[config.mk]
export PLATFORM = sky130hd
export DESIGN_NAME = shell_command_lexer_top_flat
export DESIGN_NICKNAME = d
export VERILOG_FILES = /design/src/rtl/scl_pkg.sv /design/src/rtl/scl_if.sv /design/src/rtl/shell_command_lexer_top.sv /design/src/rtl/scl_char_class.sv /design/src/rtl/scl_lexer_core.sv /design/src/flat_wrapper.sv
export SDC_FILE = /design/constraint.sdc
export NUM_CORES = 1
export LEC_CHECK = 0
export BUFFER_PORTS_ARGS = -buffer_cell sky130_fd_sc_hd__buf_4
export CAP_MARGIN = 20
export CORE_MARGIN = 4
export CORE_UTILIZATION = 40
export CTS_BUF_LIST = sky130_fd_sc_hd__clkbuf_8
export DETAILED_ROUTE_END_ITERATION = 7
export PLACE_DENSITY = 0.64
export SYNTH_ARGS = -nofsm -noshare
export SYNTH_HDL_FRONTEND = slang
export SYNTH_SLANG_ARGS = --single-unit
[constraint.sdc]
create_clock -name clk -period 3.1 [get_ports clk]
set_input_delay 0.62 -clock clk [delete_from_list [all_inputs] [get_ports clk]]
set_output_delay 0.62 -clock clk [all_outputs]
set_load 0.05 [all_outputs]
[src/rtl/scl_pkg.sv]
// shared types and constants for the shell command lexer
// no dependencies; imported by the interfaces and every module

package scl_pkg;

  localparam int CharWidth = 8;
  localparam int KindWidth = 2;

  typedef logic [CharWidth-1:0] char_t;

  // token kinds as seen on the result channel
  typedef enum logic [KindWidth-1:0] {
    KIND_NORMAL   = 2'd0,
    KIND_QUOTED   = 2'd1,
    KIND_OPERATOR = 2'd2,
    KIND_VARIABLE = 2'd3
  } kind_t;

  // first byte of an operator that may pair with an equal byte
  typedef enum logic [1:0] {
    PAIR_NONE = 2'd0,
    PAIR_GT   = 2'd1,
    PAIR_AMP  = 2'd2,
    PAIR_BAR  = 2'd3
  } pair_t;

  localparam char_t ChSpace  = 8'h20;
  localparam char_t ChTab    = 8'h09;
  localparam char_t ChCr     = 8'h0D;
  localparam char_t ChDquote = 8'h22;
  localparam char_t ChSquote = 8'h27;
  localparam char_t ChDollar = 8'h24;
  localparam char_t ChBar    = 8'h7C;
  localparam char_t ChAmp    = 8'h26;
  localparam char_t ChSemi   = 8'h3B;
  localparam char_t ChLt     = 8'h3C;
  localparam char_t ChGt     = 8'h3E;

  // character class of one byte
  typedef struct packed {
    logic  is_space;
    logic  is_quote;
    logic  is_single;
    logic  is_operator;
    logic  is_dollar;
    pair_t pair;
  } char_class_t;

  // classification of one byte
  typedef struct packed {
    logic  token_begin;
    logic  in_text;
    kind_t token_kind;
  } lex_result_t;

endpackage

[src/rtl/scl_if.sv]
// beat channels of the shell command lexer: byte input and classified output
// depends on scl_pkg

interface scl_char_if;
  import scl_pkg::*;

  logic  valid;
  logic  ready;
  char_t char_in;
  logic  line_end;

  modport source (output valid, output char_in, output line_end, input ready);
  modport sink (input valid, input char_in, input line_end, output ready);
endinterface

interface scl_token_if;
  import scl_pkg::*;

  logic  valid;
  logic  ready;
  char_t char_out;
  logic  token_begin;
  logic  in_text;
  kind_t token_kind;
  logic  line_done;

  modport source (
    output valid, output char_out, output token_begin, output in_text,
    output token_kind, output line_done, input ready
  );
  modport sink (
    input valid, input char_out, input token_begin, input in_text,
    input token_kind, input line_done, output ready
  );
endinterface

[src/rtl/shell_command_lexer_top.sv]
// top level of the shell command lexer: input register, lexer, result register
// depends on scl_pkg, scl_if, scl_char_class and scl_lexer_core

// Shell command lexer, one byte per beat.
// chars: input channel, one byte of a command line per beat, line_end set
//   on the last byte of a line.
// tokens: result channel, one beat per input beat in the same order, with
//   the byte passed through, token_begin, in_text, token_kind and line_done.
// Kinds: normal word, quoted text (quote marks are not text), operator
//   (| & ; < > and the pairs >> && ||) and variable ($ up to whitespace).
// A byte accepted on chars passes the input register, then the result
//   register, before it is presented on tokens.
// Throughput: one byte per cycle while tokens is ready; the lexer state is a single small state
//   update between the input register and the result register, so each byte
//   sees the state left by the one before it in the same cycle it moves on.
// Stall: when tokens is not ready, the result register holds its beat, the
//   input register holds its byte and the lexer state does not move; chars
//   keeps taking a byte as long as the input register is empty.
// Reset: rst is synchronous; both registers empty, the lexer returns to
//   between tokens. After a byte with line_end the lexer also returns there.

module shell_command_lexer_top (
  input logic        clk,
  input logic        rst,
  scl_char_if.sink   chars,
  scl_token_if.source tokens
);
  import scl_pkg::*;

  // input register
  logic  in_valid;
  char_t in_char;
  logic  in_line_end;

  // result register
  logic        out_valid;
  char_t       out_char;
  lex_result_t out_res;
  logic        out_line_end;

  char_class_t cls;
  lex_result_t res;
  logic        out_load;
  logic        advance;

  // result register takes a new beat when empty or being drained
  assign out_load = !out_valid || tokens.ready;
  // byte in the input register is classified and moves on this cycle
  assign advance  = in_valid && out_load;

  assign chars.ready = !in_valid || out_load;

  scl_char_class u_class (
    .ch  (in_char),
    .cls (cls)
  );

  // lexer state moves only together with its byte
  scl_lexer_core u_core (
    .clk      (clk),
    .rst      (rst),
    .step     (advance),
    .cls      (cls),
    .line_end (in_line_end),
    .res      (res)
  );

  always_ff @(posedge clk) begin
    if (rst) begin
      in_valid <= 1'b0;
    end else if (chars.ready) begin
      in_valid <= chars.valid;
    end
    if (chars.valid && chars.ready) begin
      in_char     <= chars.char_in;
      in_line_end <= chars.line_end;
    end
  end

  always_ff @(posedge clk) begin
    if (rst) begin
      out_valid <= 1'b0;
    end else if (out_load) begin
      out_valid <= in_valid;
    end
    if (advance) begin
      out_char     <= in_char;
      out_res      <= res;
      out_line_end <= in_line_end;
    end
  end

  assign tokens.valid       = out_valid;
  assign tokens.char_out    = out_char;
  assign tokens.token_begin = out_res.token_begin;
  assign tokens.in_text     = out_res.in_text;
  assign tokens.token_kind  = out_res.token_kind;
  assign tokens.line_done   = out_line_end;

endmodule

[src/rtl/scl_char_class.sv]
// byte classifier: whitespace, quotes, operators, dollar and pair code
// depends on scl_pkg

module scl_char_class (
  input  scl_pkg::char_t       ch,
  output scl_pkg::char_class_t cls
);
  import scl_pkg::*;

  always_comb begin
    cls.is_space    = (ch == ChSpace) || (ch >= ChTab && ch <= ChCr);
    cls.is_quote    = (ch == ChDquote) || (ch == ChSquote);
    cls.is_single   = (ch == ChSquote);
    cls.is_operator = (ch == ChBar) || (ch == ChAmp) || (ch == ChSemi) ||
                      (ch == ChLt) || (ch == ChGt);
    cls.is_dollar   = (ch == ChDollar);
    case (ch)
      ChGt:    cls.pair = PAIR_GT;
      ChAmp:   cls.pair = PAIR_AMP;
      ChBar:   cls.pair = PAIR_BAR;
      default: cls.pair = PAIR_NONE;
    endcase
  end

endmodule

[src/rtl/scl_lexer_core.sv]
// lexer state machine: classifies one byte from its class and the lexer state
// depends on scl_pkg; state advances only when step is high

module scl_lexer_core (
  input  logic                 clk,
  input  logic                 rst,
  input  logic                 step,
  input  scl_pkg::char_class_t cls,
  input  logic                 line_end,
  output scl_pkg::lex_result_t res
);
  import scl_pkg::*;

  typedef enum logic [2:0] {
    MODE_IDLE     = 3'd0,
    MODE_NORMAL   = 3'd1,
    MODE_QUOTED   = 3'd2,
    MODE_VARIABLE = 3'd3,
    MODE_OPERATOR = 3'd4
  } mode_t;

  mode_t mode, mode_next;
  logic  quote_single, quote_single_next;
  pair_t pending, pending_next;
  logic  fresh;

  always_comb begin
    mode_next         = mode;
    quote_single_next = quote_single;
    pending_next      = pending;
    res               = '0;
    fresh             = 1'b0;

    case (mode)
      MODE_QUOTED: begin
        res.token_kind = KIND_QUOTED;
        if (cls.is_quote && (cls.is_single == quote_single)) begin
          mode_next = MODE_IDLE;
        end else begin
          res.in_text = 1'b1;
        end
      end
      MODE_VARIABLE: begin
        if (cls.is_space) begin
          mode_next = MODE_IDLE;
        end else begin
          res.in_text    = 1'b1;
          res.token_kind = KIND_VARIABLE;
        end
      end
      MODE_NORMAL: begin
        if (cls.is_space) begin
          mode_next = MODE_IDLE;
        end else if (cls.is_operator || cls.is_quote) begin
          fresh = 1'b1;
        end else begin
          res.in_text = 1'b1;
        end
      end
      MODE_OPERATOR: begin
        if (pending != PAIR_NONE && cls.pair == pending) begin
          res.in_text    = 1'b1;
          res.token_kind = KIND_OPERATOR;
          mode_next      = MODE_IDLE;
          pending_next   = PAIR_NONE;
        end else begin
          pending_next = PAIR_NONE;
          fresh        = 1'b1;
        end
      end
      default: begin
        fresh = 1'b1;
      end
    endcase

    // byte handled as if between tokens
    if (fresh) begin
      mode_next    = MODE_IDLE;
      pending_next = PAIR_NONE;
      if (cls.is_space) begin
        res = '0;
      end else if (cls.is_quote) begin
        res.token_begin   = 1'b1;
        res.in_text       = 1'b0;
        res.token_kind    = KIND_QUOTED;
        quote_single_next = cls.is_single;
        mode_next         = MODE_QUOTED;
      end else if (cls.is_operator) begin
        res.token_begin = 1'b1;
        res.in_text     = 1'b1;
        res.token_kind  = KIND_OPERATOR;
        pending_next    = cls.pair;
        if (cls.pair != PAIR_NONE) begin
          mode_next = MODE_OPERATOR;
        end
      end else if (cls.is_dollar) begin
        res.token_begin = 1'b1;
        res.in_text     = 1'b1;
        res.token_kind  = KIND_VARIABLE;
        mode_next       = MODE_VARIABLE;
      end else begin
        res.token_begin = 1'b1;
        res.in_text     = 1'b1;
        res.token_kind  = KIND_NORMAL;
        mode_next       = MODE_NORMAL;
      end
    end

    // last byte of the line leaves everything as after reset
    if (line_end) begin
      mode_next         = MODE_IDLE;
      quote_single_next = 1'b0;
      pending_next      = PAIR_NONE;
    end
  end

  always_ff @(posedge clk) begin
    if (rst) begin
      mode         <= MODE_IDLE;
      quote_single <= 1'b0;
      pending      <= PAIR_NONE;
    end else if (step) begin
      mode         <= mode_next;
      quote_single <= quote_single_next;
      pending      <= pending_next;
    end
  end

endmodule
[src/flat_wrapper.sv]
// flat-port wrapper written by rule: the top's interface ports become plain ports
module shell_command_lexer_top_flat import scl_pkg::*;
  (clk, rst, chars_valid, chars_char_in, chars_line_end, chars_ready, tokens_valid, tokens_char_out, tokens_token_begin, tokens_in_text, tokens_token_kind, tokens_line_done, tokens_ready);
  scl_char_if chars_i ();
  scl_token_if tokens_i ();
  input logic clk;
  input logic rst;
  input wire logic [$bits(chars_i.valid)-1:0] chars_valid;
  input wire logic [$bits(chars_i.char_in)-1:0] chars_char_in;
  input wire logic [$bits(chars_i.line_end)-1:0] chars_line_end;
  output wire logic [$bits(chars_i.ready)-1:0] chars_ready;
  output wire logic [$bits(tokens_i.valid)-1:0] tokens_valid;
  output wire logic [$bits(tokens_i.char_out)-1:0] tokens_char_out;
  output wire logic [$bits(tokens_i.token_begin)-1:0] tokens_token_begin;
  output wire logic [$bits(tokens_i.in_text)-1:0] tokens_in_text;
  output wire logic [$bits(tokens_i.token_kind)-1:0] tokens_token_kind;
  output wire logic [$bits(tokens_i.line_done)-1:0] tokens_line_done;
  input wire logic [$bits(tokens_i.ready)-1:0] tokens_ready;
  assign chars_i.valid = chars_valid;
  assign chars_i.char_in = chars_char_in;
  assign chars_i.line_end = chars_line_end;
  assign chars_ready = chars_i.ready;
  assign tokens_valid = tokens_i.valid;
  assign tokens_char_out = tokens_i.char_out;
  assign tokens_token_begin = tokens_i.token_begin;
  assign tokens_in_text = tokens_i.in_text;
  assign tokens_token_kind = tokens_i.token_kind;
  assign tokens_line_done = tokens_i.line_done;
  assign tokens_i.ready = tokens_ready;
  shell_command_lexer_top u_core (.clk(clk), .rst(rst), .chars(chars_i), .tokens(tokens_i));
endmodule
==> run metrics, run 1 <==
outcome=finished, final reports clean; Antenna Cells=0; skew final=5.35 ps; Congestion Overflow GR=0; first-pass GRT wire length=5290 um; dpl ws=847 ps; top_reg_cell synth=edfxtp_1; WP buf/inv=0; worst reg2reg path startpoint=u_core.in_char[1]$_DFFE_PP_; Tcrit/Tclk final=0.714; core area=3660 sq um; Slowest-stage cell, CP=edfxtp_1; Post-DP HPWL=2280 um; Worst Setup SP=u_core.in_char[1]$_DFFE_PP_; total power=959 uW; FP Rows=22; Critical Path, Cell by Cell=and4bb_1, a32oi_1, nor4_1, o311ai_2, o311a_1, o21ai_0; worst hold start=chars_char_in[1]; fmax=452 MHz; initial core utilization=0.412; post-route ant nets=0; post_cts resized=0; data required time at the worst endpoint=3140 ps; delay-heaviest family, CP=compound AO/OA/AOI/OAI gates; largest net degree at the start of global routing=18; LEAKAGE=0.687 nW; syn_nets=145; critical path class=reg -> reg; # hold bufs at CTS=0; CP arrival=2250 ps; Clock transition at path regs=70 ps; layout cells sized above 1=0.267; Max rail drop VDD=0.000311 V; CTS tree=yes; slew at the pin closest to its max-slew limit=852 ps; RSZ-0062 raised after global routing=false; crit-path max FO=13; Mean Syn Cell Area=11.4 sq um; largest area contributor in the netlist=edfxtp_1; Port Buffers=27; Avg WL per Cell=15.0 um; Die Span Y=69.4 um; Post-CTS Setup Bufs=0; Synth Instances=132; Post-Place Cells=201; drt first-iter violations=45; Hold Fails Final Rpt=0; CTS Buf Count=5; First-pass DRT Iterations=4; GRT Total Usage=0.142; sequential share of the synthesized area=0.544; Slew Limit Fails=0; CP max stage delay=560 ps; TNS Setup=0 ps; worst hold path type=in -> reg; die area=4820 sq um; DR vias=1167; root buffer cell=clkbuf_8; most common library cell in the layout ignoring fill and taps=buf_4; drt drc=0; Yosys top cell area share=0.438; clock net sink count=30; die width=69.4 um; Synth cell types=45; CTS Buffer Depth=2; hold depth=1; Syn-to-layout area delta=21.8%; final WL=3140 um; Slew headroom=0.417; Post-synth EDFFs=22; crit path capture type=flop; Cell Count, Final, Fillers Out=209; Async S/R FF share, synth=0; commonest non-fill, non-tap cells in the layout=27 x buf_4, 22 x edfxtp_1, 11 x nor2_1, 9 x nand2_1, 8 x dfxtp_1; Synth warnings=0; WP depth=6; vias per cell=5.58; vias in the first global route=1153; Nets=173; flops & latches, synth=30; Pwr Density=522 nW/um^2; GP Congestion=0.895; Worst setup SP type=flop; Period minus WS final=2210 ps; initial antenna violation count=0; Clock Latency Late Sink=290 ps; Final WS setup=888 ps; Final Setup Violations=0; Register-to-Register Path Depth=6; H-tree levels=2; synthesized area=1510 sq um; IO Count=28; Max Cap Violations=0; top post-synthesis cells by area=edfxtp_1 44%, dfxtp_1 11%, nor2_1 2.7%, a21oi_1 2.3%, a22o_1 2.3%
-- path summary, 6_finish.rpt --
kind	to	slack (ps)
worst max-delay path	u_core.tokens.in_text$_DFFE_PP_	890
worst min-delay path	u_core.in_char[1]$_DFFE_PP_	500
worst max register to register	u_core.tokens.in_text$_DFFE_PP_	890
worst min register to register	u_core.tokens.valid$_SDFFE_PP0P_	520
-- flip-flops by register name, indices dropped and copies added (netlist names), 2 cells and up --
name	count
u_core.in_char	8
u_core.u_core.mode	3
u_core.tokens.char_out	8
u_core.tokens.token_kind	2
u_core.u_core.pending	2
-- where the power goes --
group	internal, mW	switching [mW]	total (mW)
clock	0.236	0.153	0.389
combinational	0.0382	0.0609	0.0991
sequential	0.451	0.0204	0.471
total	0.725	0.234	0.959
-- metrics by stage --
step	hold WS (ps)	util	area [sq um]
after CTS	496	0.502	1840
after global placement	502	0.472	1730
after global routing	488	0.502	1840
final	504	0.502	1840
after floorplan	424	-	1510
after detailed placement	520	0.472	1730
-- cell usage after synthesis, types with 2 or more instances --
master / count
edfxtp_1: 22
nor2_1: 11
nand2_1: 9
dfxtp_1: 8
a21oi_1: 7
nor3_1: 5
a22o_1: 4
inv_1: 4
nand2b_1: 4
nor2b_1: 4
nor3b_1: 4
nand3_1: 3
a22oi_1: 2
a32oi_1: 2
and2_1: 2
and3_4: 2
and4b_1: 2
buf_6: 2
clkbuf_1: 2
nand3b_1: 2
nor4_1: 2
o211ai_1: 2
o21a_1: 2
o21ai_0: 2
o21bai_1: 2
xor2_1: 2
-- cell type report --
type	instances	area, sq um
clock buffer	5	68.8
tap	48	60.1
sequential	30	821
timing repair buffer	27	203
inverter	4	15.0
clock inverter	3	40.0
multi-input combinational	92	629
fill	346	1820
-- cells by family (layout without fill, tap and decap cells) --
group,count (synthesis),after routing,synth area share
xor+xnor,2,2,0.0116
simple gates,57,57,0.227
flops,30,30,0.544
buf+inv,10,39,0.0382
compound gates,33,33,0.179
-- metal layers --
layer	wire [um]	global-route usage	vias to the layer above
met4	76	0.0781	0
li1	-	-	561
met5	0	0	-
met2	1520	0.243	31
met3	170	0.0420	8
met1	1380	0.156	567
Power figures use the tool's default switching activity.
==> run 2: changes to the inputs <==
ABC_AREA = 1   (was not set)
PLACE_DENSITY = 0.66   (was 0.64)
clock period = 1.9 ns   (was 3.1 ns; I/O delays follow)
==> run metrics, run 2 <==
data required time at the worst endpoint=1930 ps (was 3140 ps); Cell Count, Final, Fillers Out=247 (was 209); # hold bufs at CTS=0 (unchanged); Min Hold Slack=274 ps (was 504 ps); final WL=3260 um (was 3140 um); Post-synth EDFFs=22 (unchanged); vias per cell=5.19 (was 5.58); Clock Latency Late Sink=280 ps (was 290 ps); IO Count=28 (unchanged); outcome=finished, final reports clean (unchanged); Post-Place Cells=227 (was 201); Hold Fails Final Rpt=0 (unchanged); post-layout util=0.594 (was 0.502); Worst setup SP type=flop (unchanged); Avg WL per Cell=13.2 um (was 15.0 um); CP max stage delay=510 ps (was 560 ps); Clock transition at path regs=60 ps (was 70 ps); core area=3440 sq um (was 3660 sq um); Syn-to-layout area delta=40.0% (was 21.8%); crit path capture type=flop (unchanged); Slowest-stage cell, CP=edfxtp_1 (unchanged); die width=68.4 um (was 69.4 um); largest net degree at the start of global routing=14 (was 18); top_reg_cell synth=edfxtp_1 (unchanged); most common library cell in the layout ignoring fill and taps=buf_4 (unchanged); first-pass GRT wire length=4840 um (was 5290 um); Yosys top cell area share=0.452 (was 0.438); die area=4680 sq um (was 4820 sq um); Slew Limit Fails=0 (unchanged); Max rail drop VDD=0.000675 V (was 0.000311 V); Congestion Overflow GR=0 (unchanged); RSZ-0062 raised after global routing=true (was false); syn_nets=166 (was 145); initial core utilization=0.425 (was 0.412); CP arrival=1920 ps (was 2250 ps); DR vias=1283 (was 1167); critical path class=reg -> reg (unchanged); skew final=1.14 ps (was 5.35 ps); First-pass DRT Iterations=5 (was 4); crit-path max FO=7 (was 13); GP Congestion=0.842 (was 0.895); Critical Path, Cell by Cell=nand2_2, nor2_4, nand2_4, nand2_4, nor2_4, nand3_2, nand2_4, nand3_4, nand2_2, inv_2, nand2_2, nand3_2 (was and4bb_1, a32oi_1, nor4_1, o311ai_2, o311a_1, o21ai_0); CTS Buf Count=5 (unchanged); H-tree levels=2 (unchanged); flops & latches, synth=30 (unchanged); top post-synthesis cells by area=edfxtp_1 45%, dfxtp_1 11%, nand2_1 7.2%, nand3_1 5.1%, inv_1 4.6% (was edfxtp_1 44%, dfxtp_1 11%, nor2_1 2.7%, a21oi_1 2.3%, a22o_1 2.3%); Max Cap Violations=0 (unchanged); TNS Setup=0 ps (unchanged); GRT Total Usage=0.142 (about the same); sequential share of the synthesized area=0.562 (was 0.544); Pwr Density=765 nW/um^2 (was 522 nW/um^2); Synth warnings=0 (unchanged); drt drc=0 (unchanged); fmax=529 MHz (was 452 MHz); initial antenna violation count=0 (unchanged); Die Span Y=68.4 um (was 69.4 um); FP Rows=21 (was 22); Async S/R FF share, synth=0 (unchanged); post-route ant nets=0 (unchanged); Synth cell types=27 (was 45); synthesized area=1460 sq um (was 1510 sq um); clock net sink count=30 (unchanged); Mean Syn Cell Area=9.55 sq um (was 11.4 sq um); layout cells sized above 1=0.473 (was 0.267); Tcrit/Tclk final=0.994 (was 0.714); Period minus WS final=1890 ps (was 2210 ps); top cells by count, synth=28 x nand2_1, 22 x edfxtp_1, 18 x inv_1 (was 22 x edfxtp_1, 11 x nor2_1, 9 x nand2_1); CTS tree=yes (unchanged); vias in the first global route=1127 (was 1153); Port Buffers=27 (unchanged); root buffer cell=clkbuf_8 (unchanged); Antenna Cells=0 (unchanged); LEAKAGE=0.872 nW (was 0.687 nW); Final Setup Violations=0 (unchanged); Synth Instances=153 (was 132); Slew headroom=0.773 (was 0.417); drt first-iter violations=110 (was 45); CTS Buffer Depth=2 (unchanged); Post-DP HPWL=2230 um (was 2280 um); R2R Setup Slk=10 ps (was 890 ps); top-count cell post-synth=nand2_1 (was edfxtp_1); slew at the pin closest to its max-slew limit=338 ps (was 852 ps); worst hold path type=in -> reg (unchanged); fillers=267 (was 346); Nets=214 (was 173); largest area contributor in the netlist=edfxtp_1 (unchanged); commonest non-fill, non-tap cells in the layout=42 x buf_4, 22 x edfxtp_1, 17 x nand2_1, 15 x inv_1, 14 x nand3_1 (was 27 x buf_4, 22 x edfxtp_1, 11 x nor2_1, 9 x nand2_1, 8 x dfxtp_1)
-- run 2: area by class of cell --
class	instances	area (sq um)	area share
clock buffers	5	68.8	0.0336
clock inverters	2	33.8	0.0165
inverters	22	82.6	0.0404
multi-input cells	100	667	0.326
flip-flops and latches	30	821	0.401
well taps	46	57.6	0.0281
repair buffers	42	315	0.154
-- run 2: logic make-up (layout without fill, tap and decap cells) --
kind of cell | Yosys count | in the layout | share of synthesized area
DFF | 30 | 30 | 0.562
AOI/OAI and AO/OA | 17 | 17 | 0.0694
buffers and inverters | 23 | 71 | 0.0591
and+or+nand+nor | 83 | 83 | 0.310
-- run 2: path summary, 6_finish.rpt --
kind,from,to,cells after the start
setup / recovery,u_core.in_char[2]$_DFFE_PP_,u_core.tokens.in_text$_DFFE_PP_,12
hold / removal,chars_char_in[6],u_core.in_char[6]$_DFFE_PP_,1
setup reg to reg,u_core.in_char[2]$_DFFE_PP_,u_core.tokens.in_text$_DFFE_PP_,12
hold reg to reg,u_core.in_line_end$_DFFE_PP_,u_core.tokens.line_done$_DFFE_PP_,0
-- run 2: critical path, delay by kind of cell, from the launching register on --
kind / cells / cell delay (ps)
AND/OR/NAND/NOR: 11 / 1100
flip-flops: 1 / 510
buffers and inverters: 1 / 40
-- run 2: per-layer routing --
metal | vias to the layer above | track usage | share of wire
met4 | 0 | 0.0794 | 0.037
met3 | 18 | 0.0378 | 0.066
met5 | - | 0 | 0
met1 | 592 | 0.158 | 0.41
li1 | 621 | - | -
met2 | 52 | 0.242 | 0.49
-- run 2: where the power goes --
group | leakage [nW] | internal (mW) | switching, mW | total (mW)
Combinational | 0.551 | 0.0747 | 0.132 | 0.206
Clock | 0.0517 | 0.378 | 0.225 | 0.603
Sequential | 0.270 | 0.737 | 0.0193 | 0.756
Total | 0.872 | 1.19 | 0.376 | 1.57
-- run 2: what timing repair did --
action	4_1_cts	5_1_grt
setup buffers	0	13
pin swaps	1	19
resized for setup	3	33
endpoints found under the setup margin	1	10
-- run 2: through the flow --
stage,power [mW],instance area (sq um),worst slack (ps)
floorplan,0.878,1460,79.0
global placement,0.935,1730,34.6
detailed placement,0.938,1730,-14.8
CTS,1.54,1840,9.14
global route,1.62,2050,-90.1
finish,1.57,2050,10.9
